**config.mk**
```make
export PLATFORM = sky130hd
export DESIGN_NAME = peak_to_peak_level_meter
export DESIGN_NICKNAME = d
export VERILOG_FILES = /design/src/rtl/pplm_pkg.sv /design/src/rtl/pplm_front.sv /design/src/rtl/pplm_queue.sv /design/src/rtl/pplm_back.sv /design/src/rtl/peak_to_peak_level_meter.sv
export SDC_FILE = /design/constraint.sdc
export NUM_CORES = 1
export LEC_CHECK = 0
export CAP_MARGIN = 20
export CORE_MARGIN = 2
export CORE_UTILIZATION = 50
export CTS_CLUSTER_DIAMETER = 40
export DETAILED_ROUTE_END_ITERATION = 8
export DONT_BUFFER_PORTS = 1
export GPL_TIMING_DRIVEN = 1
export HOLD_SLACK_MARGIN = 0.1
export PLACE_DENSITY = 0.73
export SLEW_MARGIN = 20
export SYNTH_ARGS = -nofsm -noshare
export SYNTH_HDL_FRONTEND = slang
export SYNTH_SLANG_ARGS = --single-unit
export TNS_END_PERCENT = 50
```
**constraint.sdc**
```tcl
create_clock -name clk_i -period 8.35 [get_ports clk_i]
set_clock_uncertainty 0.2 [all_clocks]
set_input_delay 0.835 -clock clk_i [delete_from_list [all_inputs] [get_ports clk_i]]
set_output_delay 0.835 -clock clk_i [all_outputs]
set_load 0.01 [all_outputs]
```
**src/rtl/pplm_pkg.sv**
```systemverilog
// pplm_pkg: shared constants, register indices and structs of the peak-to-peak level meter.
// No dependencies; imported by every module of the block.
`timescale 1ns / 1ps
`default_nettype none
package pplm_pkg;

  localparam int unsigned SAMPLE_BITS = 12;
  localparam int unsigned SAMPLE_W    = 12;   // width of the sample and peak_to_peak fields
  localparam int unsigned CNT_W       = 12;
  localparam int unsigned WEIGHT_W    = 11;
  localparam int unsigned LEVEL_W     = 15;
  localparam int unsigned CFG_ADDR_W  = 2;
  localparam int unsigned CFG_DATA_W  = 15;
  localparam int unsigned IN_TDATA_W  = 16;
  localparam int unsigned OUT_TDATA_W = 32;

  localparam int unsigned FULL_SCALE  = (1 << SAMPLE_BITS) - 1;
  localparam int unsigned FS_ROUND    = FULL_SCALE / 2;
  localparam int unsigned LEVEL_SPAN  = 25600;
  localparam int unsigned Q10_ONE     = 1024;
  localparam int unsigned NUM_W       = 27;   // diff * LEVEL_SPAN + rounding
  localparam int unsigned SUM_W       = 28;

  localparam int unsigned QUEUE_DEPTH = 4;
  localparam int unsigned QPTR_W      = $clog2(QUEUE_DEPTH);

  typedef enum logic [CFG_ADDR_W-1:0] {
    REG_WINDOW_SAMPLES  = 2'd0,
    REG_NEW_WEIGHT_Q10  = 2'd1,
    REG_NOISE_THRESHOLD = 2'd2
  } cfg_reg_e;

  typedef struct packed {
    logic [CNT_W-1:0]    window_samples;
    logic [WEIGHT_W-1:0] new_weight_q10;
    logic [LEVEL_W-1:0]  noise_threshold;
  } cfg_t;

  // one closed window on its way from the front to the queue
  typedef struct packed {
    logic                valid;
    logic [SAMPLE_W-1:0] diff;
  } win_t;

  // queue status seen by the back end
  typedef struct packed {
    logic                valid;
    logic [SAMPLE_W-1:0] diff;
  } qhead_t;

endpackage
`default_nettype wire

```
**src/rtl/pplm_front.sv**
```systemverilog
// pplm_front: accepts samples, tracks the window min/max and sample count, closes windows.
// Depends on pplm_pkg.
`timescale 1ns / 1ps
`default_nettype none
module pplm_front
  import pplm_pkg::*;
(
  input  wire logic                clk_i,
  input  wire logic                rst_ni,
  input  wire logic                accept_i,
  input  wire logic [SAMPLE_W-1:0] sample_i,
  input  wire logic [CNT_W-1:0]    window_samples_i,
  output win_t                     win_o
);

  logic [SAMPLE_BITS-1:0] min_q, min_d, max_q, max_d, s, nmin, nmax;
  logic [CNT_W-1:0]       cnt_q, cnt_d, cnt_n, limit;
  logic                   close;

  always_comb begin
    s     = sample_i[SAMPLE_BITS-1:0];
    nmax  = (s > max_q) ? s : max_q;
    nmin  = (s < min_q) ? s : min_q;
    cnt_n = cnt_q + CNT_W'(1);
    limit = (window_samples_i == '0) ? CNT_W'(1) : window_samples_i;
    close = (cnt_n == '0) || (cnt_n >= limit);

    win_o.valid = accept_i && close;
    win_o.diff  = (nmax >= nmin) ? SAMPLE_W'(nmax - nmin) : '0;

    min_d = min_q;
    max_d = max_q;
    cnt_d = cnt_q;
    if (accept_i) begin
      if (close) begin
        min_d = SAMPLE_BITS'(FULL_SCALE);
        max_d = '0;
        cnt_d = '0;
      end else begin
        min_d = nmin;
        max_d = nmax;
        cnt_d = cnt_n;
      end
    end
  end

  always_ff @(posedge clk_i or negedge rst_ni) begin
    if (!rst_ni) begin
      min_q <= SAMPLE_BITS'(FULL_SCALE);
      max_q <= '0;
      cnt_q <= '0;
    end else begin
      min_q <= min_d;
      max_q <= max_d;
      cnt_q <= cnt_d;
    end
  end

endmodule
`default_nettype wire

```
**src/rtl/pplm_queue.sv**
```systemverilog
// pplm_queue: short FIFO of closed-window differences between front and back end.
// Depends on pplm_pkg.
`timescale 1ns / 1ps
`default_nettype none
module pplm_queue
  import pplm_pkg::*;
(
  input  wire logic   clk_i,
  input  wire logic   rst_ni,
  input  wire win_t   win_i,
  input  wire logic   pop_i,
  output qhead_t      head_o,
  output logic        full_o
);

  logic [SAMPLE_W-1:0] mem_q [QUEUE_DEPTH];
  logic [QPTR_W-1:0]   wr_q, wr_d, rd_q, rd_d;
  logic [QPTR_W:0]     cnt_q, cnt_d;
  logic                pop;

  always_comb begin
    head_o.valid = (cnt_q != '0);
    head_o.diff  = mem_q[rd_q];
    full_o       = (cnt_q == (QPTR_W+1)'(QUEUE_DEPTH));
    pop          = pop_i && head_o.valid;
    wr_d  = win_i.valid ? wr_q + QPTR_W'(1) : wr_q;
    rd_d  = pop ? rd_q + QPTR_W'(1) : rd_q;
    cnt_d = cnt_q + (QPTR_W+1)'(win_i.valid) - (QPTR_W+1)'(pop);
  end

  always_ff @(posedge clk_i) begin
    if (win_i.valid) begin
      mem_q[wr_q] <= win_i.diff;
    end
  end

  always_ff @(posedge clk_i or negedge rst_ni) begin
    if (!rst_ni) begin
      wr_q  <= '0;
      rd_q  <= '0;
      cnt_q <= '0;
    end else begin
      wr_q  <= wr_d;
      rd_q  <= rd_d;
      cnt_q <= cnt_d;
    end
  end

endmodule
`default_nettype wire

```
**src/rtl/pplm_back.sv**
```systemverilog
// pplm_back: scales a window difference to a level, smooths it, updates the noise flag.
// Three stages plus an output register; depends on pplm_pkg.
`timescale 1ns / 1ps
`default_nettype none
module pplm_back
  import pplm_pkg::*;
(
  input  wire logic                   clk_i,
  input  wire logic                   rst_ni,
  input  wire qhead_t                 head_i,
  output logic                        pop_o,
  input  wire logic [WEIGHT_W-1:0]    new_weight_q10_i,
  input  wire logic [LEVEL_W-1:0]     noise_threshold_i,
  output logic                        m_valid_o,
  input  wire logic                   m_ready_i,
  output logic [SAMPLE_W-1:0]         peak_to_peak_o,
  output logic [LEVEL_W-1:0]          smoothed_level_o,
  output logic                        noise_detected_o
);

  logic                v1_q, v2_q, v3_q, vo_q;
  logic                en1, en2, en3, eno;
  logic [SAMPLE_W-1:0] d1_q, d2_q, d3_q, do_q;
  logic [NUM_W-1:0]    num, num1_q, prod, rem;
  logic [SUM_W-1:0]    est;
  logic [LEVEL_W-1:0]  q1_q, lvl2_q, lvl_d;
  logic [LEVEL_W-1:0]  filt_q, filt_d, so_q;
  logic                flag_q, flag_d, fo_q;
  logic [WEIGHT_W-1:0] w;
  logic signed [LEVEL_W:0]    delta;
  logic signed [SUM_W-1:0]    acc;

  assign eno   = !vo_q || m_ready_i;
  assign en3   = !v3_q || eno;
  assign en2   = !v2_q || en3;
  assign en1   = !v1_q || en2;
  assign pop_o = en1 && head_i.valid;

  // level = (diff * span + FS/2) / FS, FS = 2^n - 1: reciprocal series, then one fix-up
  always_comb begin
    num  = NUM_W'(head_i.diff) * NUM_W'(LEVEL_SPAN) + NUM_W'(FS_ROUND);
    est  = SUM_W'(num) + SUM_W'(num >> SAMPLE_BITS) + SUM_W'(num >> (2 * SAMPLE_BITS));
    prod = (NUM_W'(q1_q) << SAMPLE_BITS) - NUM_W'(q1_q);
    rem  = num1_q - prod;
    lvl_d = q1_q + LEVEL_W'(rem >= NUM_W'(FULL_SCALE));
  end

  // new = old + ((level - old) * w + 512) >> 10, same as the weighted sum
  always_comb begin
    w      = (new_weight_q10_i > WEIGHT_W'(Q10_ONE)) ? WEIGHT_W'(Q10_ONE) : new_weight_q10_i;
    delta  = $signed({1'b0, lvl2_q}) - $signed({1'b0, filt_q});
    acc    = $signed({3'b000, filt_q, 10'b0}) + delta * $signed({1'b0, w})
           + $signed(SUM_W'(512));
    filt_d = acc[LEVEL_W+9:10];
    flag_d = flag_q || (filt_q > noise_threshold_i);
  end

  always_ff @(posedge clk_i) begin
    if (en1) begin
      d1_q   <= head_i.diff;
      num1_q <= num;
      q1_q   <= est[LEVEL_W+SAMPLE_BITS-1:SAMPLE_BITS];
    end
    if (en2) begin
      d2_q   <= d1_q;
      lvl2_q <= lvl_d;
    end
    if (en3) begin
      d3_q   <= d2_q;
    end
    if (eno) begin
      do_q <= d3_q;
      so_q <= filt_q;
      fo_q <= flag_d;
    end
  end

  always_ff @(posedge clk_i or negedge rst_ni) begin
    if (!rst_ni) begin
      v1_q   <= 1'b0;
      v2_q   <= 1'b0;
      v3_q   <= 1'b0;
      vo_q   <= 1'b0;
      filt_q <= '0;
      flag_q <= 1'b0;
    end else begin
      if (en1) v1_q <= head_i.valid;
      if (en2) v2_q <= v1_q;
      if (en3) begin
        v3_q <= v2_q;
        if (v2_q) filt_q <= filt_d;
      end
      if (eno) begin
        vo_q <= v3_q;
        if (v3_q) flag_q <= flag_d;
      end
    end
  end

  assign m_valid_o        = vo_q;
  assign peak_to_peak_o   = do_q;
  assign smoothed_level_o = so_q;
  assign noise_detected_o = fo_q;

endmodule
`default_nettype wire

```
**src/rtl/peak_to_peak_level_meter.sv**
```systemverilog
// peak_to_peak_level_meter: top level; configuration registers, front end, queue, back end.
// Depends on pplm_pkg, pplm_front, pplm_queue, pplm_back.
//
//  channel  dir  handshake                      word
//  s_axis   in   s_axis_tvalid/s_axis_tready    [11:0] sample
//  m_axis   out  m_axis_tvalid/m_axis_tready    [11:0] peak_to_peak, [26:12] smoothed_level,
//                                               [27] noise_detected
//  cfg      in   cfg_we_i (no wait)             cfg_addr_i, cfg_wdata_i
//
// One sample per cycle while the queue is not full.
// A 4-deep queue sits between the min/max front and the 3-stage scale/filter back end;
// s_axis_tready drops only while that queue is full. The filter state loop closes through filt_q.
// Reset is immediate, no clearing pass.
`timescale 1ns / 1ps
`default_nettype none
module peak_to_peak_level_meter
  import pplm_pkg::*;
(
  input  wire logic                   clk_i,
  input  wire logic                   rst_ni,
  input  wire logic                   s_axis_tvalid,
  output logic                        s_axis_tready,
  input  wire logic [IN_TDATA_W-1:0]  s_axis_tdata,   // [11:0] sample
  output logic                        m_axis_tvalid,
  input  wire logic                   m_axis_tready,
  output logic [OUT_TDATA_W-1:0]      m_axis_tdata,   // [11:0] peak_to_peak,
                                                      // [26:12] smoothed_level,
                                                      // [27] noise_detected
  input  wire logic                   cfg_we_i,
  input  wire logic [CFG_ADDR_W-1:0]  cfg_addr_i,
  input  wire logic [CFG_DATA_W-1:0]  cfg_wdata_i
);

  cfg_t                cfg_q, cfg_d;
  win_t                win;
  qhead_t              head;
  logic                full, pop, accept;
  logic [SAMPLE_W-1:0] p2p;
  logic [LEVEL_W-1:0]  lvl;
  logic                flag;

  always_comb begin
    cfg_d = cfg_q;
    if (cfg_we_i) begin
      case (cfg_addr_i)
        REG_WINDOW_SAMPLES:  cfg_d.window_samples  = cfg_wdata_i[CNT_W-1:0];
        REG_NEW_WEIGHT_Q10:  cfg_d.new_weight_q10  = cfg_wdata_i[WEIGHT_W-1:0];
        REG_NOISE_THRESHOLD: cfg_d.noise_threshold = cfg_wdata_i[LEVEL_W-1:0];
        default: ;
      endcase
    end
  end

  always_ff @(posedge clk_i or negedge rst_ni) begin
    if (!rst_ni) begin
      cfg_q.window_samples  <= CNT_W'(200);
      cfg_q.new_weight_q10  <= WEIGHT_W'(102);
      cfg_q.noise_threshold <= LEVEL_W'(12800);
    end else begin
      cfg_q <= cfg_d;
    end
  end

  assign s_axis_tready = !full;
  assign accept        = s_axis_tvalid && !full;

  pplm_front u_front (
    .clk_i            (clk_i),
    .rst_ni           (rst_ni),
    .accept_i         (accept),
    .sample_i         (s_axis_tdata[SAMPLE_W-1:0]),
    .window_samples_i (cfg_q.window_samples),
    .win_o            (win)
  );

  pplm_queue u_queue (
    .clk_i  (clk_i),
    .rst_ni (rst_ni),
    .win_i  (win),
    .pop_i  (pop),
    .head_o (head),
    .full_o (full)
  );

  pplm_back u_back (
    .clk_i             (clk_i),
    .rst_ni            (rst_ni),
    .head_i            (head),
    .pop_o             (pop),
    .new_weight_q10_i  (cfg_q.new_weight_q10),
    .noise_threshold_i (cfg_q.noise_threshold),
    .m_valid_o         (m_axis_tvalid),
    .m_ready_i         (m_axis_tready),
    .peak_to_peak_o    (p2p),
    .smoothed_level_o  (lvl),
    .noise_detected_o  (flag)
  );

  assign m_axis_tdata = {(OUT_TDATA_W - SAMPLE_W - LEVEL_W - 1)'(0), flag, lvl, p2p};

endmodule
`default_nettype wire

```
==> results of run 1 <==
per-layer routing:
layer / up-vias / share of wire, % / global-route usage (%)
met5: - / 0 / 0
met4: 0 / 3.7 / 9.22
met3: 118 / 4.9 / 3.54
met2: 406 / 50 / 39.7
met1: 7801 / 41 / 27.6
li1: 7406 / - / -
layout make-up:
type	instances	area, µm²
Fill cell	3703	19500
Multi-Input combinational cell	1486	13700
Sequential cell	260	7330
Inverter	392	1470
Clock buffer	42	997
Tap cell	592	741
Clock inverter	30	440
Timing Repair Buffer	36	293
flip-flops by register name, summed over array words and instances (netlist names), 3 cells and up:
register                 cells
u_queue.mem_q               48
cfg_q                       38
u_back.num1_q               17
u_back.filt_q               15
u_back.lvl2_q               15
u_back.q1_q                 15
u_back.smoothed_level_o     15
u_back.d1_q                 12
u_back.d2_q                 12
u_back.d3_q                 12
u_back.peak_to_peak_o       12
u_front.cnt_q               12
u_front.max_q               12
u_front.min_q               12
u_queue.cnt_q                3
cells in the mapped netlist (all sizes together), types with 5 or more instances:
cell type	n
a22oi	12
buf	9
o31a	6
nand2b	17
nor2	116
a31oi	9
mux4	12
nor2b	31
ha	278
o21a	19
a22o	5
o211ai	8
o2111ai	5
xor2	37
or3	13
o31ai	13
o21bai	9
dfrtp	79
a21o	29
nand3	32
a21oi	58
nor3	29
inv	392
mux2i	16
xnor2	90
nor4	12
and2	34
nand2	189
edfxtp	159
clkbuf	46
o21ai	72
or2	5
mux2	42
fa	175
and3	19
a41o	12
dfstp	22
a211oi	14
nand4	14
kinds of logic after synthesis:
| kind of cell | synth area share [%] |
|---|---|
| compound gates | 9.06 |
| xor+xnor | 5.12 |
| fa+ha+maj | 30.8 |
| buf+inv | 7.50 |
| flops | 32.4 |
| mux | 3.99 |
| other cells | 0.0166 |
| simple gates | 11.1 |
worst max-delay path: cells and delay by family (launching register included):
family / cells / cell delay, ns
flops: 1 / 0.67
xor+xnor: 2 / 0.57
mux: 1 / 0.68
simple gates: 5 / 1.25
fa+ha+maj: 6 / 2.05
buf+inv: 1 / 0.04
compound gates: 10 / 2.15
worst paths after layout:
| path | to | slack (ns) | depth (start not counted) | start |
|---|---|---|---|---|
| worst max-delay path | u_back.q1_q[13] | 0.47 | 25 | u_queue.rd_q[0] |
| worst min-delay path | cfg_q[37] | 0.19 | 2 | cfg_wdata_i[11] |
| worst max register to register | u_back.q1_q[13] | 0.47 | 25 | u_queue.rd_q[0] |
| worst min register to register | u_back.d2_q[0] | 0.22 | 0 | u_back.d1_q[0] |
| max in group asynchronous | u_back.filt_q[1] | 6.78 | 2 | rst_ni |
| min in group asynchronous | u_front.max_q[2] | 0.68 | 2 | rst_ni |
through the flow:
stage,hold slack (ns),util [%],setup slack [ns],instances,instance area (µm²)
after floorplan,0.200,-,0.552,2193,22700
after global placement,0.205,52.6,0.352,2761,23400
after detailed placement,0.205,52.6,0.203,2761,23400
after CTS,0.161,55.9,0.110,2835,24900
after global routing,0.187,56.1,0.0143,2838,25000
final,0.189,56.1,0.474,2838,25000
what timing repair did:
action / in CTS / in global routing
setup buffers: 0 / 3
endpoints found under the setup margin: 0 / 6
resized for setup: 0 / 10
hold buffers: 2 / 0
endpoints found under the hold margin: 101 / 0
==> reports/results.ini, run 1 <==
[outcome]
status=finished, final reports clean

[cts]
cts_buffer_depth=3
insertion_delay_ns=0.59
clock_sinks=260
clk_pin_slew_ns=0.06
h-tree-depth=2
root_buffer=clkbuf_16
cts_made_buffers=39
cts_tree=yes

[yosys]
synth_top_area_share_pct=21.1
ys_ff_latch=260
yosysWarnings=0
synth_area_per_cell_um2=10.3
synth_area_leaders=edfxtp_1 21%, fa_1 15%, ha_1 15%
async_reset_ff_share_pct=38.8
ys_types=77
yosysTopAreaCell=edfxtp_1
netlist_area_mm2=0.0227
synthCells=2190
synth_ff_type=edfxtp_1
synth_edf_count=159
yosysSeqAreaShare_pct=32.4

[sta]
finalSetupViolCount=0
timing.final.crit_share_pct=94.3
worst_pin_slew_ns=1.03
drv_slew=0
maxSlewHeadroom_pct=31.2
tns_ns=0
fin_crit_ns=7.88
finalHoldViolations=0
fmax_ghz=0.127
rsz0062_at_grt=false

[die]
top_level_ports=72
dieArea_mm2=0.0470
start_util_pct=50.9
core_mm2=0.0445
fp.dieH_um=217
fp.dieW_um=217
rows=77

[global_routing]
grt_pass1_wl_mm=84.8
overflow=0
grt_pass1_vias=16800
grt_start_max_net_pins=102
track_usage_pct=22.5
antenna_found_initial=0

[routing]
dr.pass1.iters=5
routed_wl_mm=50.7
avgRoutedWirePerCell_um=17.9
vias_per_cell=5.54
vias=15700
drc_errors=0
first_iter_violations=879
ant_nets=0

[placement]
dp_hpwl_mm=38.4
io_buffers=0
gp_congestion=0.884

[worst_setup_path]
worstSetupEndpointType=flip-flop
slowest_delay_ns=0.68
slowest_stage=mux4_2
required_ns=8.48
crit_type=reg2reg
cp.arrival_ns=8.01
start_kind=flip-flop
cp_max_fo=9
path_common_cell=ha_1

[run]
cap_violations=0

[cells_and_area]
final_common_cell=inv_1
diodes=0
syn2layout_area_growth_pct=10.3
mostFrequentLayoutCells=391 x inv_1, 278 x ha_1, 189 x nand2_1
nNetsFinal=2706
layout-drive-gt1-share_pct=9.31

[hold_path]
worst_hold_path_type=in2reg

Power of run 1 is left out: the tool's default activity adds up to more than one toggle a clock period on the data nets, which glitch-free logic cannot reach.
==> run 2: changes to the inputs <==
- CELL_PAD_IN_SITES_DETAIL_PLACEMENT: not set -> 0
- CELL_PAD_IN_SITES_GLOBAL_PLACEMENT: not set -> 1
- CORE_UTILIZATION: 50 -> 48
- PLACE_DENSITY: 0.73 -> 0.84
- SETUP_SLACK_MARGIN: not set -> 0.2
==> run 2 against run 1 <==
Compared with the run above:
- setup slack gained 0.034 ns
- global-route usage shrank 1.4 points
- cell count grew 0.78%
- maximum frequency grew 0.44%
- largest cell class unchanged
- wire length shrank 0.94%
- sequential share of layout area is essentially flat
- worst hold slack gained 0.016 ns
- critical path depth grew 3
- utilization shrank 2.4 points
==> reports/results.ini, run 2 (synthesis gave the netlist of run 1 again) <==
[cells_and_area]
mostFrequentLayoutCells=392 x inv_1, 278 x ha_1, 189 x nand2_1  ; was 391 x inv_1, 278 x ha_1, 189 x nand2_1
layout-drive-gt1-share_pct=9.41  ; was 9.31%
largestRegisters=u_queue.mem_q x48, cfg_q x38, u_back.num1_q x17  ; unchanged
largest_reg_flops=48  ; unchanged
final_common_cell=inv_1  ; unchanged
nNetsFinal=2714  ; was 2706
nFillCells=4032  ; was 3703
top_register=u_queue.mem_q  ; unchanged
diodes=0  ; unchanged
syn2layout_area_growth_pct=10.4  ; was 10.3%

[cts]
cts_buffer_depth=3  ; unchanged
root_buffer=clkbuf_16  ; unchanged
clk_pin_slew_ns=0.06  ; about the same
clock_sinks=260  ; unchanged
cts_made_buffers=39  ; unchanged
cts_tree=yes  ; unchanged
h-tree-depth=2  ; unchanged
insertion_delay_ns=0.56  ; was 0.59 ns

[sta]
maxSlewHeadroom_pct=31.0  ; was 31.2%
worst_pin_slew_ns=1.03  ; about the same
timing.final.crit_share_pct=93.9  ; was 94.3%
rsz0062_at_grt=false  ; unchanged
finalSetupViolCount=0  ; unchanged
finalHoldViolations=0  ; unchanged
drv_slew=0  ; unchanged
fmax_ghz=0.128  ; was 0.127 GHz
tns_ns=0  ; unchanged
fin_crit_ns=7.84  ; was 7.88 ns

[worst_setup_path]
r2r_start=u_back.filt_q[4]  ; was u_queue.rd_q[0]
r2r-end=u_back.filt_q[14]  ; was u_back.q1_q[13]
crit_type=reg2reg  ; unchanged
required_ns=8.63  ; was 8.48 ns
start_kind=flip-flop  ; unchanged
cp_max_fo=7  ; was 9
slowest_stage=fa_1  ; was mux4_2
reg2reg_depth=28  ; was 25
ff2ff_setup_slack_ns=0.51  ; was 0.47 ns
worstSetupEndpointType=flip-flop  ; unchanged
slowest_delay_ns=0.55  ; was 0.68 ns
cp.arrival_ns=8.13  ; was 8.01 ns

[routing]
routed_wl_mm=50.3  ; was 50.7 mm
vias_per_cell=5.42  ; was 5.54
dr.pass1.iters=5  ; unchanged
ant_nets=0  ; unchanged
vias=15500  ; was 15700
first_iter_violations=978  ; was 879
drc_errors=0  ; unchanged
avgRoutedWirePerCell_um=17.6  ; was 17.9 µm

[hold_path]
hp-start=cfg_wdata_i[10]  ; was cfg_wdata_i[11]
holdPathEnd=cfg_q[36]  ; was cfg_q[37]
worst_hold_path_type=in2reg  ; unchanged
hold_depth=2  ; unchanged

[die]
fp.dieW_um=221  ; was 217 µm
dieArea_mm2=0.0489  ; was 0.0470 mm²
fp.dieH_um=221  ; was 217 µm
top_level_ports=72  ; unchanged
start_util_pct=48.7  ; was 50.9%
rows=79  ; was 77
core_mm2=0.0466  ; was 0.0445 mm²

[placement]
dp_hpwl_mm=38.9  ; was 38.4 mm
io_buffers=0  ; unchanged
gp_congestion=0.881  ; was 0.884

[run]
cap_violations=0  ; unchanged

[global_routing]
grt_start_max_net_pins=102  ; unchanged
antenna_found_initial=0  ; unchanged
grt_pass1_wl_mm=83.2  ; was 84.8 mm
overflow=0  ; unchanged
track_usage_pct=21.1  ; was 22.5%
grt_pass1_vias=15900  ; was 16800

[outcome]
status=finished, final reports clean  ; unchanged

[run 2: changes by cell type in the layout (fill, tap and decap cells not counted), moves of 2 or more]
| cell | delta |
|---|---|
| xnor2_1 | +3 |
| xnor2_2 | -3 |
| a21oi_1 | -2 |
| a21oi_2 | +2 |
| clkinv_4 | +2 |
| buf_4 | +8 |
| inv_8 | -2 |
[run 2: worst max-delay path, delay by kind of cell, from the launching register on]
family,cells,cell delay (ns)
xor+xnor,1,0.23
fa+ha+maj,7,3.19
simple gates,3,0.87
buf+inv,6,0.61
flops,1,0.42
compound gates,11,2.25
[run 2: timing repair]
action	4_1_cts	5_1_grt
hold buffers	2	0
hold endpoints to repair	101	0
gates resized for setup	0	8
endpoints found under the setup margin	0	12
setup buffers	0	2
[run 2: through the flow]
step | std cells | setup WS, ns | hold WS (ns) | cell area, µm² | util (%)
floorplan | 2193 | 0.552 | 0.200 | 22700 | -
global placement | 2785 | 0.456 | 0.203 | 23500 | 50.5
detailed placement | 2785 | 0.396 | 0.205 | 23500 | 50.5
CTS | 2858 | 0.282 | 0.187 | 25000 | 53.6
global route | 2860 | 0.219 | 0.214 | 25000 | 53.7
finish | 2860 | 0.508 | 0.205 | 25000 | 53.7
[run 2: how the worst max path moves through the flow]
stage,cells past startpoint,startpoint,slack [ns],end
6_report,28,u_back.filt_q[4],0.51,u_back.filt_q[14]
5_1_grt,30,u_back.filt_q[4],0.22,u_back.filt_q[14]
4_1_cts,28,u_back.filt_q[1],0.28,u_back.filt_q[14]
3_5_place_dp,25,u_queue.rd_q[0],0.40,u_back.q1_q[13]
3_3_place_gp,26,u_queue.rd_q[0],0.46,u_back.q1_q[14]
2_1_floorplan,27,u_queue.rd_q[0],0.55,u_back.q1_q[13]
[run 2: layout make-up]
type,instances,area (µm²),share of cell area [%]
Sequential cell,260,7330,29.3
Clock buffer,42,987,3.95
Timing Repair Buffer,44,353,1.41
Clock inverter,29,419,1.68
Inverter,392,1470,5.89
Multi-Input combinational cell,1486,13700,54.7
Tap cell,607,759,3.04
[run 2: metal layers]
layer	global-route usage, %	vias up	wire length (µm)
li1	-	7418	-
met4	8.51	0	1850
met2	35.9	327	24500
met5	0	-	0
met1	26.9	7638	21700
met3	3.49	112	2170
Power of run 2 is left out for the same reason.
